## src/tks_pkg.sv

```systemverilog
// shared types, constants and compare function for the top-k select block
`timescale 1ns / 1ps

package tks_pkg;

  localparam int CAPACITY = 64;
  localparam int VALUE_W  = 32;
  localparam int K_W      = 7;
  localparam int CFG_IDX_W = 2;
  localparam int CFG_DATA_W = 7;

  localparam logic [CFG_IDX_W-1:0] CFG_WANT_LARGEST = 2'd0;
  localparam logic [CFG_IDX_W-1:0] CFG_KEEP_COUNT   = 2'd1;

  // broadcast to every cell
  typedef struct packed {
    logic                      clear;
    logic                      insert;
    logic                      shift;
    logic                      largest;
    logic signed [VALUE_W-1:0] sample;
  } cell_ctrl_t;

  // what a cell shows its neighbors
  typedef struct packed {
    logic                      valid;
    logic                      beaten;
    logic signed [VALUE_W-1:0] value;
  } cell_link_t;

  // true when a is strictly better than b
  function automatic logic beats(input logic largest,
                                 input logic signed [VALUE_W-1:0] a,
                                 input logic signed [VALUE_W-1:0] b);
    beats = largest ? (a > b) : (a < b);
  endfunction

endpackage

```

## src/tks_cell.sv

```systemverilog
// one slot of the sorted chain: insert by compare, shift toward the head on drain
`timescale 1ns / 1ps

module tks_cell (
  input  logic                clk,
  input  logic                rst,
  input  logic                enable,
  input  tks_pkg::cell_ctrl_t ctrl,
  input  tks_pkg::cell_link_t prev,
  input  tks_pkg::cell_link_t next,
  output tks_pkg::cell_link_t link
);

  logic                               valid;
  logic signed [tks_pkg::VALUE_W-1:0] value;
  logic                               beaten;

  assign beaten = valid && tks_pkg::beats(ctrl.largest, ctrl.sample, value);

  assign link.valid  = valid;
  assign link.beaten = beaten;
  assign link.value  = value;

  always_ff @(posedge clk) begin
    if (rst || ctrl.clear) begin
      valid <= 1'b0;
    end else if (ctrl.shift) begin
      valid <= next.valid;
    end else if (ctrl.insert && enable) begin
      if (prev.beaten) begin
        valid <= 1'b1;
      end else if (prev.valid && (!valid || beaten)) begin
        valid <= 1'b1;
      end
    end
  end

  always_ff @(posedge clk) begin
    if (ctrl.shift) begin
      value <= next.value;
    end else if (ctrl.insert && enable) begin
      if (prev.beaten) begin
        // new item lands above us, push our upper neighbor down
        value <= prev.value;
      end else if (prev.valid && (!valid || beaten)) begin
        value <= ctrl.sample;
      end
    end
  end

endmodule

```

## config.mk

```make
export PLATFORM = sky130hd
export DESIGN_NAME = tks_cell
export DESIGN_NICKNAME = d
export VERILOG_FILES = /design/src/tks_pkg.sv /design/src/tks_cell.sv
export SDC_FILE = /design/constraint.sdc
export NUM_CORES = 1
export LEC_CHECK = 0
export ABC_AREA = 1
export BUFFER_PORTS_ARGS = -buffer_cell sky130_fd_sc_hd__buf_2
export CAP_MARGIN = 40
export CORE_MARGIN = 2
export CORE_UTILIZATION = 39
export CTS_BUF_LIST = sky130_fd_sc_hd__clkbuf_8
export DETAILED_ROUTE_END_ITERATION = 6
export PLACE_DENSITY = 0.67
export SYNTH_ARGS = -nofsm -noshare
export SYNTH_HDL_FRONTEND = slang
export SYNTH_SLANG_ARGS = --single-unit
```

## constraint.sdc

```tcl
create_clock -name clk -period 2.9 [get_ports clk]
set_input_delay 0.145 -clock clk [delete_from_list [all_inputs] [get_ports clk]]
set_output_delay 0.145 -clock clk [all_outputs]
set_load 0.02 [all_outputs]
```

==> flow_metrics.py <==
metrics = {
    "critical_path": {
        "critical_path.reg2reg.startpoint": "value[23]",
        "ff2ff_path_depth": 17,
        "critical_path.cell_chain": "inv_1 > ha_1 > nand2_1 > nor2_1 > nand4_1 > nor2_4 > nand2_2 > nand2_2 > nand2_1 > nand3_2 > nand2_1 > nand2_1 > nand2_1 > nand2_1 > nand2_2 > inv_1 > buf_4",
        "timing.critical_path.arrival_ns": 2.42,
        "crit_slowest_cell": "sky130_fd_sc_hd__edfxtp_1",
        "endpoint_of_the_most_critical_register_to_register_path": "value[16]",
        "timing.setup.critical_path_class": "reg -> reg",
        "cp_max_fo": 17,
        "startpoint": "value[23]",
        "worstSetupEndpointType": "register",
        "crit_required_ns": 2.87,
        "longest_individual_stage_delay_on_the_worst_path_ns": 0.34,
        "crit_top_cell": "sky130_fd_sc_hd__nand2_1",
        "worst_setup_path_endpoint": "value[16]",
        "critPathLaunchType": "register",
        "r2r_setup_slack_ns": 0.45,
    },
    "sta": {
        "timing_hold_violations_final": 0,
        "final_setup_violations": 0,
        "hold_ws_ns": 0.1747,
        "postLayoutSetupSlackWorst_ns": 0.4455,
        "timing.clock.skew_ns": 0.006518,
        "max_clock_freq_mhz": 407.4,
        "setup_total_negative_slack_ns": 0,
        "post-route-min-period_ns": 2.454,
        "fin_crit_sh": 0.8464,
        "worstMarginPinSlew_ns": 0.6023,
        "rsz0062_at_grt": "false",
        "worst_relative_slew_slack": 0.5979,
        "timing.final.max_slew_violations": 0,
    },
    "place": {
        "dpl.cell_count": 544,
        "placement.cell_area_um2": 3354,
        "number_of_buffer_cells_added_on_primary_ports": 139,
        "finalWeightedCongestion": 0.8625,
        "dp.final_hpwl_um": 5763,
        "dp_slack_ns": 0.4641,
    },
    "layout": {
        "utilization": 0.5350,
        "diodes_inserted": 0,
        "fillerInstances": 642,
        "seqCellArea_um2": 980.9,
        "layout_commonest_cell": "sky130_fd_sc_hd__buf_2",
        "post_layout_instance_area_um2": 3436,
        "multiInputGateArea_um2": 1370,
        "fin_nets": 613,
        "area.growth.synth_to_final_pct": 31.39,
        "finalNonFillerCells": 552,
        "mostFrequentLayoutCells": "139 x sky130_fd_sc_hd__buf_2, 76 x sky130_fd_sc_hd__a21oi_1, 68 x sky130_fd_sc_hd__nand2_1",
        "final_layout_size_suffix_gt1_frac": 0.3432,
    },
    "clocking": {
        "path_clk_slew_ns": 0.07,
        "cts_inserted_buffers": 5,
        "tritoncts_clock_tree": "built",
        "number_of_gates_given_a_new_drive_strength_after_cts": 0,
        "clock_tree.htree_level_count": 2,
        "numClockSinks": 33,
        "cts_max_path_buffers": 2,
        "cts.repair_timing.setup_buffer_count": 0,
        "clk-insertion-delay-late_ns": 0.29,
        "clockRootBuffer": "sky130_fd_sc_hd__clkbuf_8",
        "ctsHoldBuffers": 0,
    },
    "route": {
        "antenna_violating_nets_post_route": 0,
        "dr.first_iter.drc_count": 107,
        "detail_route.vias_per_cell": 4.937,
        "drt-pass1-iter-count": 7,
        "via_count": 2725,
        "wl_per_cell_um": 13.58,
        "wirelength_um": 7498,
        "drc": 6,
    },
    "pwr": {
        "power-per-cell-area_nw_per_um2": 405.0,
        "leakage_nw": 1.838,
        "max-vdd-ir-drop_uv": 221.1,
        "finalPower_mw": 1.391,
    },
    "synthesis": {
        "synthesis.nets": 479,
        "synth_cell_types": 25,
        "synth_sequential_area_ratio": 0.3751,
        "synthCells": 340,
        "synth_area_um2": 2615,
        "synth.ff_latch_count": 33,
        "synth.avg_cell_area_um2": 7.691,
        "synth-warning-count": 0,
    },
    "global_routing": {
        "gr-total-overflow": 0,
        "grt_first_pass_wirelength_um": 12030,
        "groute.usage.overall": 0.2058,
        "grt_start_max_net_pins": 34,
        "grt_antenna_before_repair": 0,
        "grt_pass1_vias": 2700,
    },
    "floorplanning": {
        "initial_core_util": 0.4072,
        "die-height_um": 85.89,
        "dieWidth_um": 85.89,
        "area_of_the_placeable_core_um2": 6422,
        "number_of_ports_placed_on_the_die_boundary": 141,
        "die_area_um2": 7376,
        "rows": 29,
    },
    "min_path": {
        "worst_hold_path_type": "in -> reg",
    },
    "status": {
        "failed_checks": "DRC",
        "status": "finished, violations left",
    },
    "flow_run": {
        "number_of_max_cap_violations": 0,
    },
}
sequential cells by signal, indices dropped and copies added, names as in the netlist:
signal and flops:
value 32, valid 1
how the worst min path moves through the flow:
stage	from	endpoint	slack, ns	cells past startpoint
after floorplan	rst	valid	0.32	3
after global placement	next[13]	value[13]	0.46	3
after detailed placement	next[4]	value[4]	0.47	3
after CTS	next[21]	value[21]	0.17	3
after global routing	next[4]	value[4]	0.18	3
final	rst	valid	0.17	4
worst max-delay path, delay by kind of cell, from the launching register on:
kind          cells  cell delay (ns)
flops             1             0.34
fa+ha+maj         1             0.27
buf+inv           3             0.37
simple gates     13             1.12
Yosys cell counts, drive strengths merged:
master | n | area (um^2)
a21oi | 79 | 406.6
inv | 45 | 176.4
nand2 | 72 | 280.3
nand4 | 3 | 18.77
buf | 4 | 37.53
ha | 32 | 400.4
edfxtp | 32 | 960.9
clkbuf | 12 | 45.04
nand3 | 5 | 30.03
nor2 | 45 | 178.9
clkinv | 1 | 5.000
a21o | 2 | 15.01
nor3 | 1 | 5.000
dfxtp | 1 | 20.02
o21ai | 4 | 20.01
o21a | 2 | 15.01
layer usage:
metal,part of all wire,track usage
met1,0.42,0.2547
met2,0.50,0.3552
met3,0.063,0.04139
met4,0.020,0.07215
met5,0,0
power breakdown:
group          switching [mW]  leakage, nW  total [mW]  internal (mW)
registers              0.0190        0.320       0.598          0.579
clock network           0.178       0.0430       0.340          0.162
logic                   0.273         1.48       0.454          0.182
logic make-up (layout without fill, tap and decap cells):
family                     count (synthesis)  in the layout  synth area share
buffers and inverters                     62            197            0.1010
and+or+nand+nor                          126            126            0.1962
AOI/OAI and AO/OA                         87             87            0.1746
adders and majority gates                 32             32            0.1531
DFF                                       33             33            0.3751
area by class of cell:
type                            instances  share of cell area
Clock buffer                            5             0.02003
Clock inverter                          3            0.003642
Inverter                               46             0.05280
Multi-Input combinational cell        245              0.3988
Sequential cell                        33              0.2855
Tap cell                               77             0.02804
Timing Repair Buffer                  143              0.2112
(Power assumes the default switching activity.)
